$ cat config.mk
export PLATFORM = sky130hd
export DESIGN_NAME = three_rotor_cipher_stepper_top
export DESIGN_NICKNAME = d
export VERILOG_FILES = /design/src/design/tcs_pkg.sv /design/src/design/three_rotor_cipher_stepper_top.sv /design/src/design/tcs_path.sv /design/src/design/tcs_rotor.sv
export SDC_FILE = /design/constraint.sdc
export NUM_CORES = 1
export LEC_CHECK = 0
export ABC_AREA = 1
export BUFFER_PORTS_ARGS = -buffer_cell sky130_fd_sc_hd__buf_2
export CORE_MARGIN = 10
export CORE_UTILIZATION = 24
export CTS_CLUSTER_SIZE = 12
export DETAILED_ROUTE_END_ITERATION = 16
export HOLD_SLACK_MARGIN = 0.03
export MAX_ROUTING_LAYER = met4
export SETUP_SLACK_MARGIN = 0.5
export SYNTH_ARGS = -nofsm -noshare
export SYNTH_HDL_FRONTEND = slang
export SYNTH_HIERARCHICAL = 1
export SYNTH_SLANG_ARGS = --single-unit
export TNS_END_PERCENT = 20
$ cat constraint.sdc
create_clock -name clk -period 26.2 [get_ports clk]
set_input_delay 2.62 -clock clk [delete_from_list [all_inputs] [get_ports clk]]
set_output_delay 2.62 -clock clk [all_outputs]
set_load 0.01 [all_outputs]
$ cat src/design/tcs_pkg.sv
// ---------------------------------------------------------------------------
// tcs_pkg: shared types, wheel tables and mod-26 helpers
// Holds the rotor wirings, their inverses, register indexes and the
// small arithmetic functions used by the letter path and the stepper.
// ---------------------------------------------------------------------------
package tcs_pkg;

  localparam int LETTERS = 26;
  localparam int LW      = 5;

  typedef logic [LW-1:0] letter_t;
  typedef letter_t wheel_t [LETTERS];

  // Configuration register indexes.
  localparam int CFG_IW = 3;
  typedef logic [CFG_IW-1:0] cfg_index_t;
  localparam cfg_index_t REG_TURNOVER_FAST   = 3'd0;
  localparam cfg_index_t REG_TURNOVER_MIDDLE = 3'd1;
  localparam cfg_index_t REG_START_FAST      = 3'd2;
  localparam cfg_index_t REG_START_MIDDLE    = 3'd3;
  localparam cfg_index_t REG_START_SLOW      = 3'd4;

  localparam letter_t TURNOVER_FAST_RST   = 5'd24;
  localparam letter_t TURNOVER_MIDDLE_RST = 5'd4;
  localparam letter_t START_RST           = 5'd0;

  typedef struct packed {
    letter_t turnover_fast;
    letter_t turnover_middle;
    letter_t start_fast;
    letter_t start_middle;
    letter_t start_slow;
  } cfg_t;

  typedef struct packed {
    letter_t fast;
    letter_t middle;
    letter_t slow;
  } pos_t;

  typedef struct packed {
    letter_t cipher_letter;
    letter_t pos_fast_out;
    letter_t pos_middle_out;
    letter_t pos_slow_out;
  } result_t;

  localparam wheel_t WHEEL_FAST = '{
    5'd11, 5'd15, 5'd6,  5'd18, 5'd25, 5'd12, 5'd7,  5'd0,  5'd4,  5'd14, 5'd16, 5'd10, 5'd21,
    5'd23, 5'd17, 5'd5,  5'd24, 5'd1,  5'd20, 5'd19, 5'd13, 5'd8,  5'd2,  5'd9,  5'd3,  5'd22};
  localparam wheel_t WHEEL_MIDDLE = '{
    5'd18, 5'd11, 5'd21, 5'd6,  5'd1,  5'd19, 5'd5,  5'd23, 5'd9,  5'd16, 5'd14, 5'd7,  5'd4,
    5'd22, 5'd8,  5'd17, 5'd25, 5'd24, 5'd0,  5'd12, 5'd10, 5'd15, 5'd2,  5'd13, 5'd3,  5'd20};
  localparam wheel_t WHEEL_SLOW = '{
    5'd2,  5'd9,  5'd6,  5'd3,  5'd15, 5'd18, 5'd7,  5'd10, 5'd19, 5'd20, 5'd17, 5'd0,  5'd22,
    5'd25, 5'd23, 5'd5,  5'd12, 5'd24, 5'd13, 5'd16, 5'd14, 5'd1,  5'd21, 5'd11, 5'd8,  5'd4};
  localparam wheel_t WHEEL_REFLECT = '{
    5'd8,  5'd12, 5'd4,  5'd19, 5'd2,  5'd6,  5'd5,  5'd17, 5'd0,  5'd24, 5'd18, 5'd16, 5'd1,
    5'd25, 5'd23, 5'd22, 5'd11, 5'd7,  5'd10, 5'd3,  5'd21, 5'd20, 5'd15, 5'd14, 5'd9,  5'd13};
  localparam wheel_t WHEEL_ENTRY = '{
    5'd16, 5'd22, 5'd4,  5'd17, 5'd19, 5'd25, 5'd20, 5'd8,  5'd14, 5'd0,  5'd18, 5'd3,  5'd5,
    5'd6,  5'd7,  5'd9,  5'd10, 5'd15, 5'd24, 5'd23, 5'd2,  5'd21, 5'd1,  5'd13, 5'd12, 5'd11};

  // Builds the inverse wiring of a wheel at elaboration time.
  function automatic wheel_t invert(wheel_t w);
    wheel_t inv;
    for (int i = 0; i < LETTERS; i++) begin
      inv[i] = '0;
    end
    for (int i = 0; i < LETTERS; i++) begin
      inv[w[i]] = LW'(i);
    end
    return inv;
  endfunction

  localparam wheel_t WHEEL_FAST_INV   = invert(WHEEL_FAST);
  localparam wheel_t WHEEL_MIDDLE_INV = invert(WHEEL_MIDDLE);
  localparam wheel_t WHEEL_SLOW_INV   = invert(WHEEL_SLOW);
  localparam wheel_t WHEEL_ENTRY_INV  = invert(WHEEL_ENTRY);

  // Folds a 5-bit value into 0..25.
  function automatic letter_t fold26(letter_t v);
    return (v >= LW'(LETTERS)) ? LW'(v - LW'(LETTERS)) : v;
  endfunction

  // (a + b) mod 26 for a, b below 26.
  function automatic letter_t add26(letter_t a, letter_t b);
    logic [LW:0] s;
    s = {1'b0, a} + {1'b0, b};
    return (s >= (LW+1)'(LETTERS)) ? LW'(s - (LW+1)'(LETTERS)) : s[LW-1:0];
  endfunction

  // (a - b) mod 26 for a, b below 26.
  function automatic letter_t sub26(letter_t a, letter_t b);
    logic [LW:0] s;
    s = {1'b0, a} + (LW+1)'(LETTERS) - {1'b0, b};
    return (s >= (LW+1)'(LETTERS)) ? LW'(s - (LW+1)'(LETTERS)) : s[LW-1:0];
  endfunction

  // Next rotor position, wrapping from Z back to A.
  function automatic letter_t advance(letter_t p);
    return (p >= LW'(LETTERS - 1)) ? '0 : LW'(p + 1'b1);
  endfunction

endpackage

$ cat src/design/three_rotor_cipher_stepper_top.sv
// ---------------------------------------------------------------------------
// three_rotor_cipher_stepper_top: three-rotor cipher with rotor stepping
// Top level: configuration registers, input and result registers around
// the letter path and the rotor stepper.
// ---------------------------------------------------------------------------
// Usage:
// Each input word on the s_ channel is either a key press (s_tuser = 0,
// letter in s_tdata) or a rotor reset action (s_tuser = 1). A key press is
// enciphered with the current rotor positions and then the rotors step; a
// reset action loads the start positions and returns letter zero. Every
// input word yields exactly one result word on the m_ channel carrying the
// cipher letter and the rotor positions after the word.
// The configuration channel writes the turnover and start registers; it is
// always ready, and writes are expected only while the block is idle.
// m_tvalid rises once an accepted word has passed the input register and then
// the letter path and stepper into the result register; while the receiver
// stalls, the word can wait in the input register. Throughput is one word
// per cycle while the receiver takes every result word, set by the single
// pass of table lookups and mod-26 adds between those registers.
// When the receiver stalls, the result register holds and the input
// register still takes one more word; s_tready falls only when both are full.
// Reset (rst, synchronous) empties both registers, sets all positions to A,
// clears the double-step flag and loads the register defaults.
// ---------------------------------------------------------------------------
module three_rotor_cipher_stepper_top (
  input  logic       clk,
  input  logic       rst,
  // Input words.
  input  logic       s_tvalid,
  output logic       s_tready,
  input  logic [7:0] s_tdata,   // [4:0] key_letter, [7:5] zero
  input  logic       s_tuser,   // [0] action (1 = reset rotor positions)
  // Result words.
  output logic        m_tvalid,
  input  logic        m_tready,
  output logic [23:0] m_tdata,  // [4:0] cipher_letter, [9:5] pos_fast_out,
                                // [14:10] pos_middle_out, [19:15] pos_slow_out,
                                // [23:20] zero
  // Configuration writes.
  input  logic                    cfg_valid,
  output logic                    cfg_ready,
  input  tcs_pkg::cfg_index_t     cfg_index,
  input  tcs_pkg::letter_t        cfg_data
);
  import tcs_pkg::*;

  cfg_t    cfg;
  logic    in_valid;
  logic    in_action;
  letter_t in_key;
  logic    out_valid;
  result_t out_data;
  logic    advance_out;
  logic    fire;
  pos_t    pos;
  pos_t    pos_next;
  letter_t path_letter;

  assign cfg_ready = 1'b1;

  // Configuration registers; unknown indexes are dropped.
  always_ff @(posedge clk) begin
    if (rst) begin
      cfg.turnover_fast   <= TURNOVER_FAST_RST;
      cfg.turnover_middle <= TURNOVER_MIDDLE_RST;
      cfg.start_fast      <= START_RST;
      cfg.start_middle    <= START_RST;
      cfg.start_slow      <= START_RST;
    end else if (cfg_valid) begin
      unique case (cfg_index)
        REG_TURNOVER_FAST:   cfg.turnover_fast   <= cfg_data;
        REG_TURNOVER_MIDDLE: cfg.turnover_middle <= cfg_data;
        REG_START_FAST:      cfg.start_fast      <= cfg_data;
        REG_START_MIDDLE:    cfg.start_middle    <= cfg_data;
        REG_START_SLOW:      cfg.start_slow      <= cfg_data;
        default: ;
      endcase
    end
  end

  // The result register can take a new word when it is empty or draining.
  assign advance_out = !out_valid || m_tready;
  assign fire        = in_valid && advance_out;
  assign s_tready    = !in_valid || advance_out;

  always_ff @(posedge clk) begin
    if (rst) begin
      in_valid <= 1'b0;
    end else if (s_tvalid && s_tready) begin
      in_valid <= 1'b1;
    end else if (fire) begin
      in_valid <= 1'b0;
    end
  end

  always_ff @(posedge clk) begin
    if (s_tvalid && s_tready) begin
      in_action <= s_tuser;
      in_key    <= s_tdata[LW-1:0];
    end
  end

  tcs_path u_path (
    .key_letter    (in_key),
    .pos           (pos),
    .cipher_letter (path_letter)
  );

  tcs_rotor u_rotor (
    .clk      (clk),
    .rst      (rst),
    .step_en  (fire),
    .action   (in_action),
    .cfg      (cfg),
    .pos      (pos),
    .pos_next (pos_next)
  );

  always_ff @(posedge clk) begin
    if (rst) begin
      out_valid <= 1'b0;
    end else if (advance_out) begin
      out_valid <= in_valid;
    end
  end

  always_ff @(posedge clk) begin
    if (fire) begin
      out_data.cipher_letter  <= in_action ? '0 : path_letter;
      out_data.pos_fast_out   <= pos_next.fast;
      out_data.pos_middle_out <= pos_next.middle;
      out_data.pos_slow_out   <= pos_next.slow;
    end
  end

  assign m_tvalid = out_valid;
  assign m_tdata  = {4'b0000, out_data.pos_slow_out, out_data.pos_middle_out,
                     out_data.pos_fast_out, out_data.cipher_letter};

`ifndef SYNTHESIS
  a_stall_only_full: assert property (@(posedge clk) disable iff (rst)
    !s_tready |-> in_valid && out_valid && !m_tready)
    else $error("input stalled with room in the pipeline");

  a_fire_fills_out: assert property (@(posedge clk) disable iff (rst)
    fire |=> out_valid)
    else $error("processed word did not reach the result register");

  a_letter_range: assert property (@(posedge clk) disable iff (rst)
    out_valid |-> out_data.cipher_letter < LW'(LETTERS))
    else $error("cipher letter out of range");
`endif

endmodule

$ cat src/design/tcs_path.sv
// ---------------------------------------------------------------------------
// tcs_path: letter substitution path
// Entry wheel, three rotors forward, reflector, three rotors back and the
// entry wheel again, all for the current rotor positions.
// ---------------------------------------------------------------------------
module tcs_path (
  input  tcs_pkg::letter_t key_letter,
  input  tcs_pkg::pos_t    pos,
  output tcs_pkg::letter_t cipher_letter
);
  import tcs_pkg::*;

  letter_t x_entry;
  letter_t x_fast;
  letter_t x_middle;
  letter_t x_slow;
  letter_t x_reflect;
  letter_t y_slow;
  letter_t y_middle;
  letter_t y_fast;

  always_comb begin
    x_entry   = WHEEL_ENTRY_INV[fold26(key_letter)];
    x_fast    = WHEEL_FAST[add26(x_entry, pos.fast)];
    x_middle  = WHEEL_MIDDLE[add26(x_fast, pos.middle)];
    x_slow    = WHEEL_SLOW[add26(x_middle, pos.slow)];
    x_reflect = WHEEL_REFLECT[x_slow];
    y_slow    = sub26(WHEEL_SLOW_INV[x_reflect], pos.slow);
    y_middle  = sub26(WHEEL_MIDDLE_INV[y_slow], pos.middle);
    y_fast    = sub26(WHEEL_FAST_INV[y_middle], pos.fast);
    cipher_letter = WHEEL_ENTRY[y_fast];
  end

endmodule

$ cat src/design/tcs_rotor.sv
// ---------------------------------------------------------------------------
// tcs_rotor: rotor position state and stepping
// Holds the three positions and the armed double-step flag, and works out
// the positions that follow the word now being processed.
// ---------------------------------------------------------------------------
module tcs_rotor (
  input  logic          clk,
  input  logic          rst,
  input  logic          step_en,
  input  logic          action,
  input  tcs_pkg::cfg_t cfg,
  output tcs_pkg::pos_t pos,
  output tcs_pkg::pos_t pos_next
);
  import tcs_pkg::*;

  logic    pending;
  logic    pending_next;
  letter_t mid_tmp;

  always_comb begin
    mid_tmp      = pos.middle;
    pos_next     = pos;
    pending_next = pending;
    if (action) begin
      pos_next.fast   = fold26(cfg.start_fast);
      pos_next.middle = fold26(cfg.start_middle);
      pos_next.slow   = fold26(cfg.start_slow);
    end else begin
      if (pos.fast == cfg.turnover_fast) begin
        mid_tmp = advance(pos.middle);
      end
      pos_next.fast = advance(pos.fast);
      if (pending) begin
        mid_tmp       = advance(mid_tmp);
        pos_next.slow = advance(pos.slow);
      end
      pos_next.middle = mid_tmp;
      pending_next    = (mid_tmp == cfg.turnover_middle);
    end
  end

  always_ff @(posedge clk) begin
    if (rst) begin
      pos     <= '0;
      pending <= 1'b0;
    end else if (step_en) begin
      pos     <= pos_next;
      pending <= pending_next;
    end
  end

`ifndef SYNTHESIS
  a_pos_range: assert property (@(posedge clk) disable iff (rst)
    pos.fast < LW'(LETTERS) && pos.middle < LW'(LETTERS) && pos.slow < LW'(LETTERS))
    else $error("rotor position left the alphabet");

  a_fast_steps: assert property (@(posedge clk) disable iff (rst)
    step_en && !action |=> pos.fast == advance($past(pos.fast)))
    else $error("fast rotor did not step on a key press");

  a_reset_keeps_flag: assert property (@(posedge clk) disable iff (rst)
    step_en && action |=> pending == $past(pending))
    else $error("reset action changed the double-step flag");

  a_hold: assert property (@(posedge clk) disable iff (rst)
    !step_en |=> pos == $past(pos))
    else $error("rotor positions moved without a word");
`endif

endmodule
Yosys cells after proc, flatten, opt, wreduce, memory -nomap -nowiden:

Memory sizes are Yosys's and may differ from the RTL's. A register that Yosys moved wholly into a read port is not among the register bits.
Cells that the tools add are included.

* add/sub/neg operators: 23
* multipliers: 0
* divide/modulo/power cells: 0
* magnitude comparators: 22
* equal/unequal tests: 6
* shifts and indexed selects: 0
* muxes and demuxes: 38
* bitwise operators: 10
* reductions and logical operators: 14

Operator list (count)
* two-way mux 5 bit: 35
* inverter 5 -> 6 bit: 9
* subtractor 5 bit (second input constant): 10
* greater-or-equal comparator 6 bit (second input constant): 8
* greater-or-equal comparator 5 bit (second input constant): 8
* greater-or-equal comparator 6 x 5 -> 1 bit (second input constant): 6
* adder 5 x 1 -> 5 bit (second input constant): 4
* adder 5 x 5 -> 6 bit: 3
* adder 5 x 5 -> 6 bit (second input constant): 3
* subtractor 6 x 5 -> 6 bit: 3
* two-way mux 15 bit: 1
* AND reduction 2 bit: 6
* equality test 5 bit: 2
* equality test 3 x 2 -> 1 bit (second input constant): 2
* equality test 3 x 1 -> 1 bit (second input constant): 1
* equality test 3 bit (second input constant): 1
* logical NOT 3 bit: 1
* logical AND 1 bit: 2
* logical NOT 1 bit: 2
* logical OR 1 bit: 2
* two-way mux 1 bit: 2
* nonzero test 2 bit: 1
* inverter 1 bit: 1

* flip-flop bits (word level): 64
* bits in latches: 0
* bits in writable memories: 0
* ROM bits: 1440
* bits of input ports: 22
* output and inout bits: 27
* word-level logic and storage cells: 138
* memories kept: 9

Memories
* (name not given): words 32, bits a word 5, read ports 1, clocked after Yosys merged registers in 0, wr ports 0, RTL line tcs_path.sv:23 `x_entry = WHEEL_ENTRY_INV[fold26(key_letter)];`
* (name not given): words 32, bits a word 5, read ports 1, clocked after Yosys merged registers in 0, wr ports 0, RTL line tcs_path.sv:24 `x_fast = WHEEL_FAST[add26(x_entry, pos.fast)];`
* (name not given): words 32, bits a word 5, read ports 1, clocked after Yosys merged registers in 0, wr ports 0, RTL line tcs_path.sv:25 `x_middle = WHEEL_MIDDLE[add26(x_fast, pos.middle)];`
* (name not given): words 32, bits a word 5, read ports 1, clocked after Yosys merged registers in 0, wr ports 0, RTL line tcs_path.sv:26 `x_slow = WHEEL_SLOW[add26(x_middle, pos.slow)];`
* (name not given): words 32, bits a word 5, read ports 1, clocked after Yosys merged registers in 0, wr ports 0, RTL line tcs_path.sv:27 `x_reflect = WHEEL_REFLECT[x_slow];`
* (name not given): words 32, bits a word 5, read ports 1, clocked after Yosys merged registers in 0, wr ports 0, RTL line tcs_path.sv:28 `y_slow = sub26(WHEEL_SLOW_INV[x_reflect], pos.slow);`
* 3 more memories

Longest topological paths before layout:

Gate-level depths: netlist of the first run.

* word-level depth: 56
* mapped depth: 138
* depth with buffers taken out: 137

By module:

Netlist of the first run, hierarchy kept.

Modules (own cells, without submodules)
* tcs_path: instances 1, cells each 759, area each 4619.4 um^2, seq. area each 0.0 um^2
* three_rotor_cipher_stepper_top: instances 1, cells each 208, area each 1978.1 um^2, seq. area each 1321.3 um^2
* tcs_rotor: instances 1, cells each 305, area each 1776.7 um^2, seq. area each 320.3 um^2

Least setup slack after synthesis of the first run:

Ideal clock, no wire load.

* path type: reg2reg
* from: register in_key[1]
* to: register m_tdata[2] (netlist name)
* setup time: 0.139 ns
* arrival time: 18.053 ns
* data required time: 26.061 ns
* path slack: 8.008 ns
* stages on the path, launching flop included: 121
* buffers on the path: 0
* cells stage by stage: edfxtp_1 -> inv_1 -> ha_1 -> nor2_1 -> a41oi_1 -> nor2_1 -> inv_1 -> o21ai_1 -> clkinv_1 -> nand2_1 -> nand2_1 -> inv_1 -> o21ai_0 -> nand2_1 -> o22ai_1 -> inv_1 -> ha_1 -> inv_1 -> [85 not listed] -> ha_1 -> inv_1 -> ha_1 -> fa_1 -> xnor2_1 -> nor2_1 -> nand2_1 -> o31ai_1 -> a21oi_1 -> xor2_1 -> inv_1 -> ha_1 -> or2_2 -> nand3_1 -> a21oi_1 -> a21oi_1 -> inv_1 -> nor2_1

* word-level cells in the longest chain between the ends: 56
* elaborated cells on any way between the ends: 63
* those cells by class: add/sub: 16; order compare: 7; mux: 23; bitwise: 9; memory: 8

RTL lines
* from (decl): RTL line three_rotor_cipher_stepper_top.sv:50 `letter_t in_key;`
* from (signal assigned): RTL line three_rotor_cipher_stepper_top.sv:99 `in_key <= s_tdata[LW-1:0];`
* subtractor 5 bit / greater-or-equal comparator 5 bit (equally long branches): RTL line tcs_pkg.sv:83 `return (v >= LW'(LETTERS)) ? LW'(v - LW'(LETTERS)) : v;`
* two-way mux 5 bit *: RTL line tcs_pkg.sv:83
* inverter 5 -> 6 bit (implied by the code) *: RTL line tcs_path.sv:23
* memory read (32 x 5 bit) *
* two-way mux 5 bit (implied by the code) * (2 in a row): RTL line tcs_path.sv:23
* adder 5 x 5 -> 6 bit *: RTL line tcs_pkg.sv:89 `s = {1'b0, a} + {1'b0, b};`
* subtractor 5 bit / greater-or-equal comparator 6 x 5 -> 1 bit (equally long branches): RTL line tcs_pkg.sv:90 `return (s >= (LW+1)'(LETTERS)) ? LW'(s - (LW+1)'(LETTERS)) : s[LW-1:0];`
* two-way mux 5 bit *: RTL line tcs_pkg.sv:90
* [38 not listed]
* inverter 5 -> 6 bit (implied by the code) *: RTL line tcs_path.sv:30 `y_fast = sub26(WHEEL_FAST_INV[y_middle], pos.fast);`
* memory read (32 x 5 bit) *
* two-way mux 5 bit (implied by the code) * (2 in a row): RTL line tcs_path.sv:30
* adder 5 x 5 -> 6 bit *: RTL line tcs_pkg.sv:96 `s = {1'b0, a} + (LW+1)'(LETTERS) - {1'b0, b};`
* subtractor 6 x 5 -> 6 bit *: RTL line tcs_pkg.sv:96
* subtractor 5 bit / greater-or-equal comparator 6 x 5 -> 1 bit (equally long branches): RTL line tcs_pkg.sv:97 `return (s >= (LW+1)'(LETTERS)) ? LW'(s - (LW+1)'(LETTERS)) : s[LW-1:0];`
* two-way mux 5 bit *: RTL line tcs_pkg.sv:97
* inverter 5 -> 6 bit (implied by the code) *: RTL line tcs_path.sv:31 `cipher_letter = WHEEL_ENTRY[y_fast];`

Every way passes the cells marked *; elsewhere a longest branch is shown, timed or not. The select of a mux whose other input is x is not followed.
A chain may end at the register's enable or synchronous reset.

Worst setup path in the final report of the first run:

* from: register in_key[1]
* to: register m_tdata[2] (netlist name)

* word-level cells in the longest chain between the ends: 56
* elaborated cells on any way between the ends: 63
* those cells by class: add/sub: 16; order compare: 7; mux: 23; bitwise: 9; memory: 8

RTL lines (RTL line)
* subtractor 5 bit / greater-or-equal comparator 5 bit (equally long branches): tcs_pkg.sv:83
* two-way mux 5 bit *: tcs_pkg.sv:83
* inverter 5 -> 6 bit (implied by the code) *: tcs_path.sv:23
* memory read (32 x 5 bit) *
* two-way mux 5 bit (implied by the code) * (2 in a row): tcs_path.sv:23
* adder 5 x 5 -> 6 bit *: tcs_pkg.sv:89
* subtractor 5 bit / greater-or-equal comparator 6 x 5 -> 1 bit (equally long branches): tcs_pkg.sv:90
* two-way mux 5 bit *: tcs_pkg.sv:90
* [38 not listed]
* inverter 5 -> 6 bit (implied by the code) *: tcs_path.sv:30
* memory read (32 x 5 bit) *
* two-way mux 5 bit (implied by the code) * (2 in a row): tcs_path.sv:30
* adder 5 x 5 -> 6 bit *: tcs_pkg.sv:96
* subtractor 6 x 5 -> 6 bit *: tcs_pkg.sv:96
* subtractor 5 bit / greater-or-equal comparator 6 x 5 -> 1 bit (equally long branches): tcs_pkg.sv:97
* two-way mux 5 bit *: tcs_pkg.sv:97
* inverter 5 -> 6 bit (implied by the code) *: tcs_path.sv:31

Marks and branches as above.

==> results by stage, run 1 <==
Worst setup path:
- In this run the critical register-to-register path is launched from in_key[1].
- The largest incremental delay on the critical path is 0.55 ns.
- The startpoint type of the worst setup path is a register.
- The critical path's slowest cell is sky130_fd_sc_hd__xor2_1.
- The reg-to-reg setup timing slack is 5.28 ns.
- In this run the critical register-to-register path is captured at m_tdata[2].
- The depth of the worst register-to-register path is 119.
- The worst setup path is of the register to register kind.
- The worst-path maximum fanout is 11.
- STA classifies the critical path endpoint as a register.
- The critical path starts at in_key[1].
- Data arrives at the worst endpoint at 20.97 ns.
- Counting stages on the worst path, the most repeated cell is sky130_fd_sc_hd__inv_1.
- For the worst setup path, the data required time is 26.26 ns.

STA:
- The clock arrives with 0.007194 ns of skew.
- The number of setup violations in the final report is 0.
- The number of pins with negative max-slew slack in the final report is 0.
- The worst path needs 20.92 ns of the cycle, external delays included.
- Of the available clock period, the critical path in the final layout requires 0.7983.
- The transition time at the pin with the least slew margin is 0.8379 ns.
- After layout, the worst setup slack is 5.284 ns.
- The relative max-transition margin is 0.4414.
- The number of hold violations in the final report is 0.
- The peak clock frequency supported by timing is 47.81 MHz.
- Setup repair after global routing left no endpoint under its margin.
- In the final timing run, aggregate negative setup slack is 0 ns.

Detailed routing:
- In the routed layout, each cell is associated on average with a via count of 4.429.
- The pre-antenna-repair detailed-routing pass consisted of 5 iterations.
- The violation count after the first detailed-routing iteration is 435.
- Summing over every cut layer, the via total after detailed routing is 7,839.
- The total wire length after detailed routing is 19,020 um.
- For this run, design rule violations remaining after detail routing come to 0.
- The post-detailed-route count of antenna-violating nets is 0.
- The final routed wire length divided by cell count is 10.74 um.

Synth:
- After synthesis the netlist holds a flip-flop and latch count of 69.
- Each instance of the synthesized netlist takes up on average 6.584 um^2.
- The netlist area before placement is 8374 um^2.
- The area share of the largest cell type after synthesis is 0.1614.
- Of all cell types, the one taking the most synthesized area is sky130_fd_sc_hd__ha_1.
- Synthesis produced a netlist whose cell count is 1,272.
- The number of warnings issued by yosys is 6.
- Synthesis instantiated 57 different standard cells from the library.
- After synthesis, the cell types taking the most area are sky130_fd_sc_hd__ha_1 (16%), sky130_fd_sc_hd__nand2_1 (13%), sky130_fd_sc_hd__dfxtp_1 (10%).
- Of the synthesized area, sequential elements account for 0.1960.

Place:
- The count of input and output buffers is 40.
- Detailed placement ended at an HPWL of 15,130 um.
- The placement-stage cell area is 9072 um^2.
- Prior to clock tree synthesis, the placed netlist has a worst setup slack of 5.402 ns.
- The last weighted congestion value of the routability-driven placer is 0.8876.
- The number of placed cells counting well taps is 1,754.

Global routing:
- The initial antenna violation count is 0.
- Entering global routing, the biggest net connects 28 pins.
- In the global route stage, overall resource usage came out at 0.09047.
- Global routing finished with a remaining overflow of 0.
- The first global-routing pass estimated 32,070 um of wire.
- The number of global-route vias before repair is 7,071.

Hold path:
- In this run the worst hold path is classified as register to register.
- The endpoint with the worst hold slack is m_tvalid.
- In this run the most critical hold path is launched from in_valid.
- The worst hold path was traced through 2 stages.

Die:
- The height of the chip is 206.8 um.
- The number of rows created at floorplan is 68.
- The die outline width is 206.8 um.
- The starting density of the core is 0.2430.
- The I/O pin count is 49.
- The die covers 42,760 um^2.
- The core footprint is 34,460 um^2.

CTS:
- The number of gates given a new drive strength after cts is 0.
- The sink count of the clock tree is 69.
- The H-tree level count is 3.
- The number of hold buffers added after CTS was 0.
- The root buffer cell is sky130_fd_sc_hd__clkbuf_16.
- The clock reaches the later pin of the worst-skew pair after 0.33 ns.
- The TritonCTS clock tree is built.
- Counting the buffers created by CTS gives 9.
- After clock tree synthesis, the clock-pin slew on the worst setup and hold paths is 0.06 ns.
- The number of post-CTS setup repair buffers is 0.
- The maximum buffer depth of the clock tree is 2.

Final layout:
- After the last flow step, the layout net total stands at 1,446.
- From synthesis to final layout, the design area changed by 12.40%.
- The antenna cell count is 0.
- The count of cells in the finished layout, fillers not included, comes to 1,770.
- The fraction of final layout cells sized beyond drive strength 1 is 0.1087.
- The final non-filler cell area is 9413 um^2.

Flow run:
- The tool flagged a number of max-cap violations equal to 0.

Outcome:
- The run finished with clean final reports.
flip-flops by register name, indices dropped and copies added, names as in the netlist:
name,count
u_rotor/pos,15
cfg,25
u_rotor/pending,1
in_valid,1
in_action,1
in_key,5
m_tdata,20
m_tvalid,1
logic make-up (layout without fill, tap and decap cells):
kind of cell / count (synthesis) / in the layout / share of synthesized area
DFF: 69 / 69 / 0.1960
xor gates and xnor gates: 37 / 37 / 0.03870
other: 2 / 5 / 0.0008968
AOI/OAI and AO/OA: 219 / 219 / 0.1508
buffers and inverters: 236 / 276 / 0.1094
and+or+nand+nor: 595 / 595 / 0.3286
adders and majority gates: 114 / 114 / 0.1757
routing by layer:
metal / global-route usage / up-vias / part of all wire
li1: - / 4195 / -
met1: 0.1131 / 3479 / 0.48
met2: 0.1478 / 135 / 0.47
met3: 0.01046 / 30 / 0.031
met4: 0.03286 / 0 / 0.024
met5: - / - / 0
synthesized netlist by cell type (all sizes together):
| library cell | n |
|---|---|
| nor4 | 3 |
| xor2 | 26 |
| a22oi | 1 |
| o21ai | 102 |
| clkinv | 3 |
| o21a | 2 |
| o22ai | 4 |
| ha | 108 |
| o32ai | 3 |
| a21oi | 74 |
| nand3 | 114 |
| conb | 2 |
| a211oi | 3 |
| buf | 9 |
| fa | 6 |
| o311ai | 1 |
| a32oi | 3 |
| a31oi | 4 |
| a21boi | 2 |
| a31o | 2 |
| o21bai | 2 |
| o32a | 1 |
| o211ai | 8 |
| a32o | 1 |
| o221ai | 1 |
| nor2 | 114 |
| o2bb2ai | 1 |
| nand4 | 5 |
| inv | 216 |
| nand2 | 328 |
| a21o | 1 |
| a41oi | 1 |
| dfxtp | 43 |
| clkbuf | 8 |
| nor3 | 12 |
| o31ai | 2 |
| nand3b | 6 |
| xnor2 | 11 |
| or2 | 13 |
| edfxtp | 26 |
area by class of cell:
type / instances / area, um^2
fill: 3757 / 25050
timing repair buffer: 41 / 207.7
clock inverter: 6 / 111.4
multi-input combinational: 970 / 5832
tap: 455 / 569.3
clock buffer: 10 / 229.0
sequential: 69 / 1642
inverter: 219 / 822.0
worst max path at each step:
stage,to,slack (ns),depth (start not counted)
detailed placement,m_tdata[1],5.40,119
global route,m_tdata[1],2.99,119
floorplan,m_tdata[2],8.01,120
finish,m_tdata[2],5.28,119
CTS,m_tdata[1],5.34,119
global placement,m_tdata[1],5.48,119
worst max-delay path, delay by kind of cell, from the launching register on:
| kind | cells | cell delay [ns] |
|---|---|---|
| xor gates and xnor gates | 10 | 3.42 |
| AOI/OAI and AO/OA | 20 | 3.32 |
| and+or+nand+nor | 40 | 4.34 |
| buffers and inverters | 27 | 2.95 |
| adders and majority gates | 22 | 6.24 |
| DFF | 1 | 0.36 |
layout by cell type, fill, tap and decap left out, types with 5 or more instances in the layout:
cell	Yosys	routed
sky130_fd_sc_hd__a21oi_1	70	69
sky130_fd_sc_hd__buf_2	3	40
sky130_fd_sc_hd__clkbuf_16	0	9
sky130_fd_sc_hd__conb_1	2	5
sky130_fd_sc_hd__dfxtp_1	43	43
sky130_fd_sc_hd__edfxtp_1	26	26
sky130_fd_sc_hd__fa_1	6	6
sky130_fd_sc_hd__ha_1	108	108
sky130_fd_sc_hd__inv_1	203	203
sky130_fd_sc_hd__inv_2	13	13
sky130_fd_sc_hd__nand2_1	294	294
sky130_fd_sc_hd__nand2_2	21	21
sky130_fd_sc_hd__nand2_4	12	12
sky130_fd_sc_hd__nand3_1	103	103
sky130_fd_sc_hd__nand3_2	8	8
sky130_fd_sc_hd__nand3b_1	6	6
sky130_fd_sc_hd__nand4_1	5	5
sky130_fd_sc_hd__nor2_1	106	106
sky130_fd_sc_hd__nor3_1	12	12
sky130_fd_sc_hd__o211ai_1	8	8
sky130_fd_sc_hd__o21ai_0	89	89
sky130_fd_sc_hd__o21ai_1	8	8
sky130_fd_sc_hd__o21ai_2	5	5
sky130_fd_sc_hd__or2_2	9	9
sky130_fd_sc_hd__xnor2_1	11	11
sky130_fd_sc_hd__xor2_1	26	26
through the flow:
step | hold WS, ns | utilization
final | 0.4948 | 0.2732
after global routing | 0.5170 | 0.2732
after floorplan | 0.4448 | -
after detailed placement | 0.4900 | 0.2633
after global placement | 0.4792 | 0.2633
after CTS | 0.5012 | 0.2732
Power of run 1 is not shown: default switching activity piles up to over one toggle a cycle in this logic, so the estimate is an artifact.
==> inputs of run 2 (changes only) <==
- clock period: 26.2 -> 19.3 ns (I/O delays scaled with it)
==> run 2 against run 1 <==
Clock-buffer cell count decreased by 1. Cell count increased by 5.2%. Register-to-register slack got worse by 3.6 ns. Utilization increased by 3.2 points. Fmax increased by 19%. Clock skew increased by 0.00079 ns. Sequential share of layout area decreased by 1.9 points.
==> results by stage, run 2 (synthesis gave the netlist of run 1 again) <==
Detailed routing:
- After detailed routing, the average wire length per cell comes to 10.88 um.
- The first routing iteration left 488 violations.
- The number of detailed-routing iterations run before antenna repair is 5.
- The total number of vias is 8,265.
- The post-detailed-route count of antenna-violating nets is 0.
- The total wire length after detailed routing is 20,250 um.
- The number of vias per cell is 4.439.
- For this run, design rule violations remaining after detail routing come to 0.

Final layout:
- The flip-flop count of the largest register, all copies and words added is 25.
- The area growth from synthesis to final layout is 25.76%.
- The final non-filler cell area is 10,530 um^2.
- The register containing the most flip-flops in the final layout is cfg.
- The repair_antennas step left the layout with diodes totalling 0.
- The fraction of final layout cells sized beyond drive strength 1 is 0.2331.
- The post-layout net count is 1,538.
- In the layout the commonest cells are sky130_fd_sc_hd__nand2_1 (279), sky130_fd_sc_hd__inv_1 (189), sky130_fd_sc_hd__nor2_1 (100).
- The filler cell count is 3,699.
- The most common library cell in the layout ignoring fill and taps is sky130_fd_sc_hd__nand2_1.
- The final non-filler cell total is 1,862.

STA:
- In the final timing run, aggregate negative setup slack is 0 ns.
- Setup repair after global routing left no endpoint under its margin.
- Setup violations remaining at the end of the flow were counted as 0.
- The post-route clock period utilization is 0.9109.
- Setup slack closes at 1.720 ns.
- After layout, the minimum clock period comes to 17.58 ns.
- The relative max-transition margin is 0.4317.
- The number of hold violations in the final report is 0.
- The peak clock frequency supported by timing is 56.88 MHz.
- At the pin with the least slew margin, the transition time is 0.8525 ns.
- The worst setup skew after layout is 0.007988 ns.
- The number of pins with negative max-slew slack in the final report is 0.

Die:
- The starting density of the core is 0.2430.
- The floorplan has 68 rows.
- The core footprint is 34,460 um^2.
- The I/O pin count is 49.
- The overall die area is 42,760 um^2.
- The height of the chip is 206.8 um.
- The die outline width is 206.8 um.

Global routing:
- Entering global routing, the biggest net connects 28 pins.
- The first global-routing pass estimated 33,930 um of wire.
- The global-route usage over all layers is 0.09473.
- The number of global-route vias before repair is 7,506.
- Global routing finished with a remaining overflow of 0.
- The initial antenna violation count was 0.

Flow run:
- Max-cap violations in this run came to 0.

Place:
- The last weighted congestion value of the routability-driven placer is 0.8752.
- At the placement stage, the worst setup path has a slack of 0.3152 ns.
- After legalization and detailed placement, the total HPWL measured 15,940 um.
- The count of input and output buffers is 40.
- After detailed placement, the total cell area comes to 9583 um^2.
- The number of placed cells counting well taps is 1,822.

Worst setup path:
- The cell seen most often among critical-path stages is sky130_fd_sc_hd__inv_1.
- The worst setup path is launched from a register.
- The reg-to-reg setup timing slack is 1.72 ns.
- The largest single stage delay on the critical path is 0.43 ns.
- In this run the worst setup path terminates at m_tdata[0].
- For this design, the slowest cell found on the critical path is sky130_fd_sc_hd__edfxtp_1.
- The capturing point of the worst reg2reg path is m_tdata[0].
- The worst-path maximum fanout is 6.
- By startpoint and endpoint, the worst setup path is classified as register to register.
- The launch point of the worst path is in_key[1].
- STA classifies the critical path endpoint as a register.
- Counting cells, the worst reg-to-reg path comes to 129.
- The startpoint of the most critical register-to-register path is in_key[1].
- At the worst endpoint, the required time is 19.36 ns.
- STA puts the critical path data arrival time at 17.64 ns.

CTS:
- The insertion delay to the later sink of the worst-skew pair is 0.33 ns.
- In this run the deepest clock path goes through 2 buffers.
- CTS placed an instance of sky130_fd_sc_hd__clkbuf_16 at the clock tree root.
- Hold repair after CTS inserted 0 buffers.
- The clock transition at the register clock pins on the worst setup and hold paths after CTS is 0.06 ns.
- The CTS buffer count is 9.
- The H-tree generated during clock tree synthesis spans 3 levels.
- The TritonCTS clock tree is built.
- Counting every sink on the clock net gives 69.

Outcome:
- The run finished with clean final reports.

Hold path:
- The type of the tightest min-delay check is register to register.
-- run 2: per-layer routing --
layer,wire [um],vias up,track usage
li1,-,4391,-
met1,9556,3710,0.1194
met2,9826,142,0.1586
met3,530,22,0.009363
met4,340,0,0.02587
met5,0,-,-
-- run 2: final cells by class --
| cell class | instances | area, um^2 | area share |
|---|---|---|---|
| Clock buffer | 9 | 225.2 | 0.02139 |
| Clock inverter | 7 | 66.31 | 0.006297 |
| Inverter | 219 | 834.6 | 0.07924 |
| Multi-Input combinational cell | 970 | 6289 | 0.5971 |
| Sequential cell | 69 | 1642 | 0.1559 |
| Tap cell | 455 | 569.3 | 0.05406 |
| Timing Repair Buffer | 133 | 905.9 | 0.08602 |
-- run 2: timing repair --
| action | CTS | global route |
|---|---|---|
| setup buffers | 0 | 24 |
| pin swaps | 0 | 51 |
| endpoints found under the setup margin | 5 | 5 |
| endpoints found under the hold margin | 0 | 0 |
| resized for setup | 6 | 124 |
-- run 2: metrics by stage --
stage	util	hold WS, ns
2_1_floorplan	-	0.4448
3_3_place_gp	0.2781	0.4813
3_5_place_dp	0.2781	0.4893
4_1_cts	0.2878	0.5007
5_1_grt	0.3056	0.5266
6_report	0.3056	0.4978
-- run 2: worst min path at each step --
stage	start	end	slack, ns	cells past startpoint
after global routing	in_valid	m_tvalid	0.53	2
after detailed placement	in_valid	m_tvalid	0.49	2
after floorplan	in_valid	m_tvalid	0.44	2
after global placement	in_valid	m_tvalid	0.48	2
after CTS	in_valid	m_tvalid	0.50	2
final	cfg[15]	cfg[15]	0.50	2
-- run 2: worst max-delay path, delay by kind of cell, from the launching register on --
kind / cells / cell delay [ns]
fa+ha+maj: 21 / 5.44
simple gates: 48 / 4.33
compound gates: 19 / 2.58
buf+inv: 30 / 2.42
xor+xnor: 11 / 2.01
flops: 1 / 0.43
Power of run 2 is left out for the same reason.
==> inputs of run 3 (changes only) <==
- CORE_MARGIN: 10 -> default
==> run 3 against run 2 <==
Fmax down 0.85%. Utilization is 0.29 points higher. Register-to-register slack got worse by 0.15 ns. Non-clock buffer count rose by 6. Critical endpoint is now m_tdata[2]. Largest cell class unchanged.
==> results by stage, run 3 (synthesis gave the netlist of run 1 again) <==
Final layout:
- Leaving out fill and tap cells, the most frequent cell in the layout is sky130_fd_sc_hd__nand2_1.
- The post-layout net count is 1,544.
- The register with the most flip-flops in the final layout is cfg.
- The register with the most flip-flops in the layout has 25 of them.
- Relative to the synthesized area, the layout overhead comes to 26.94%.
- For this run, the share of the core covered by cells in the final layout is 0.3085.
- The fraction of final layout cells sized beyond drive strength 1 is 0.2427.
- The antenna cell count is 0.
- In the layout the commonest cells are sky130_fd_sc_hd__nand2_1 (278), sky130_fd_sc_hd__inv_1 (189), sky130_fd_sc_hd__nor2_1 (103).

STA:
- The number of pins with negative max-slew slack in the final report was 0.
- The clock arrives with 0.01077 ns of skew.
- Setup repair after global routing left no endpoint under its margin.
- The number of hold violations in the final report is 0.
- The peak clock frequency supported by timing is 56.40 MHz.
- The transition time at the pin with the least slew margin is 0.8218 ns.
- In this run the tightest slew margin relative to its limit is 0.4522.
- Of the available clock period, the critical path in the final layout requires 0.9187.
- The number of setup violations in the final report is 0.
- Summed over all failing endpoints, the final setup total negative slack is 0 ns.
- The shortest clock period the worst path allows after layout is 17.73 ns.
- The final worst setup slack is 1.570 ns.

Place:
- The count of input and output buffers is 40.
- The setup slack at placement is 0.2343 ns.
- The detailed placement HPWL is 15,690 um.
- The last weighted congestion value of the routability-driven placer is 0.8711.

Worst setup path:
- The cell seen most often among critical-path stages is sky130_fd_sc_hd__inv_1.
- Of all nets on the critical path, the largest fanout is 7.
- The arrival time of the worst setup path is 17.92 ns.
- The capturing point of the worst reg2reg path is m_tdata[2].
- The startpoint type of the worst setup path is a register.
- Counting both buffers and inverters, the worst setup path holds a total of 31.
- The critical path's slowest cell is sky130_fd_sc_hd__fa_2.
- On the worst path, the slowest cell contributes a delay of 0.57 ns.
- STA classifies the critical path endpoint as a register.
- The cell family contributing the most delay on the critical path is adder cells.
- The depth of the worst register-to-register path is 131.
- The startpoint identified for the worst register-to-register timing path is in_key[2].
- The worst setup path is of the register to register kind.
- The reg-to-reg setup timing slack is 1.57 ns.
- For the worst setup path, the data required time is 19.49 ns.

Detailed routing:
- The pre-antenna-repair detailed-routing pass consisted of 5 iterations.
- In the routed layout, each cell is associated on average with a via count of 4.501.
- After detailed routing, the average wire length per cell comes to 10.98 um.
- The violation count after the first detailed-routing iteration is 442.
- The total wire length after detailed routing is 20,510 um.
- The routed layout has 8,407 vias.
- The count of unresolved DRC violations after routing is 0.
- The post-detailed-route count of antenna-violating nets is 0.

Hold path:
- The type of the tightest min-delay check is register to register.
- The startpoint of the most critical hold path is in_valid.
- The worst hold path terminates at m_tvalid.
- The worst hold path was traced through 2 stages.

Die:
- The starting density of the core is 0.2430.
- Measured along the x axis, the die boundary spans 188.8 um.
- The floorplan step defined a core boundary enclosing 34,460 um^2.
- The overall die area is 35,640 um^2.
- The I/O pin count is 49.
- The height of the chip is 188.8 um.
- The number of rows created at floorplan is 68.

Global routing:
- The initial antenna violation count is 0.
- The global-route wire length before repair is 33,520 um.
- Global routing finished with a remaining overflow of 0.
- Entering global routing, the biggest net connects 28 pins.
- Across every metal layer, demand over resource in global routing totals 0.1136.
- The number of global-route vias before repair was 7,587.

CTS:
- CTS saw 69 sinks.
- The count of hold buffers inserted by post-cts repair is 0.
- The H-tree level count is 3.
- The clock passes through at most 2 buffers.
- TritonCTS built the clock tree.
- The clock transition at the register clock pins on the worst setup and hold paths after CTS is 0.06 ns.
- The clock reaches the later pin of the worst-skew pair after 0.34 ns.
- The CTS buffer count is 9.
- The root buffer cell is sky130_fd_sc_hd__clkbuf_16.

Flow run:
- The reported max-cap violation count is 0.

Outcome:
- The flow ran to the end, and the final reports show no timing, DRC or antenna violations.
[run 3: cell count changes in the layout (fill, tap and decap cells not counted), sizes merged]
cell and change:
clkinvlp +1, buf +6, clkinv -2, inv +1
[run 3: stage by stage]
stage                     cells  instance area (um^2)  hold WS [ns]
after floorplan            1275                  8386        0.4448
after global placement     1824                  9598        0.4797
after detailed placement   1824                  9598        0.4883
after CTS                  1840                  9955        0.5004
after global routing       1868                 10630        0.5226
final                      1868                 10630        0.5016
[run 3: metal layers]
metal | vias up | wire length [um] | global-route usage
li1 | 4394 | - | -
met1 | 3870 | 9518 | 0.1432
met2 | 122 | 10050 | 0.1909
met5 | - | 0 | -
met3 | 21 | 528 | 0.01062
met4 | 0 | 410 | 0.03505
[run 3: final cells by class]
class	count	area (um^2)
fill	3703	23830
multi-input combinational	970	6335
sequential	69	1642
timing repair buffer	139	954.7
inverter	219	829.5
tap	455	569.3
clock buffer	9	225.2
clock inverter	7	75.07
[run 3: how the worst max path moves through the flow]
stage,startpoint,to,cells after the start
finish,in_key[2],m_tdata[2],131
global route,in_key[1],m_tdata[4],133
CTS,in_key[1],m_tdata[1],128
detailed placement,in_key[1],m_tdata[1],124
global placement,in_key[1],m_tdata[1],124
floorplan,in_key[1],m_tdata[2],120
[run 3: worst reg2reg max path, delay by kind of cell (launching register included)]
family	cells	cell delay [ns]
DFF	1	0.44
adders and majority gates	22	5.80
AOI/OAI and AO/OA	19	2.53
buffers and inverters	31	2.55
xor gates and xnor gates	9	1.59
and+or+nand+nor	50	4.70
[run 3: timing repair]
item	in CTS	in global routing
pin swaps	0	47
buffers inserted	0	28
setup endpoints to repair	5	5
gates resized for setup	9	129
Power of run 3 is left out for the same reason.
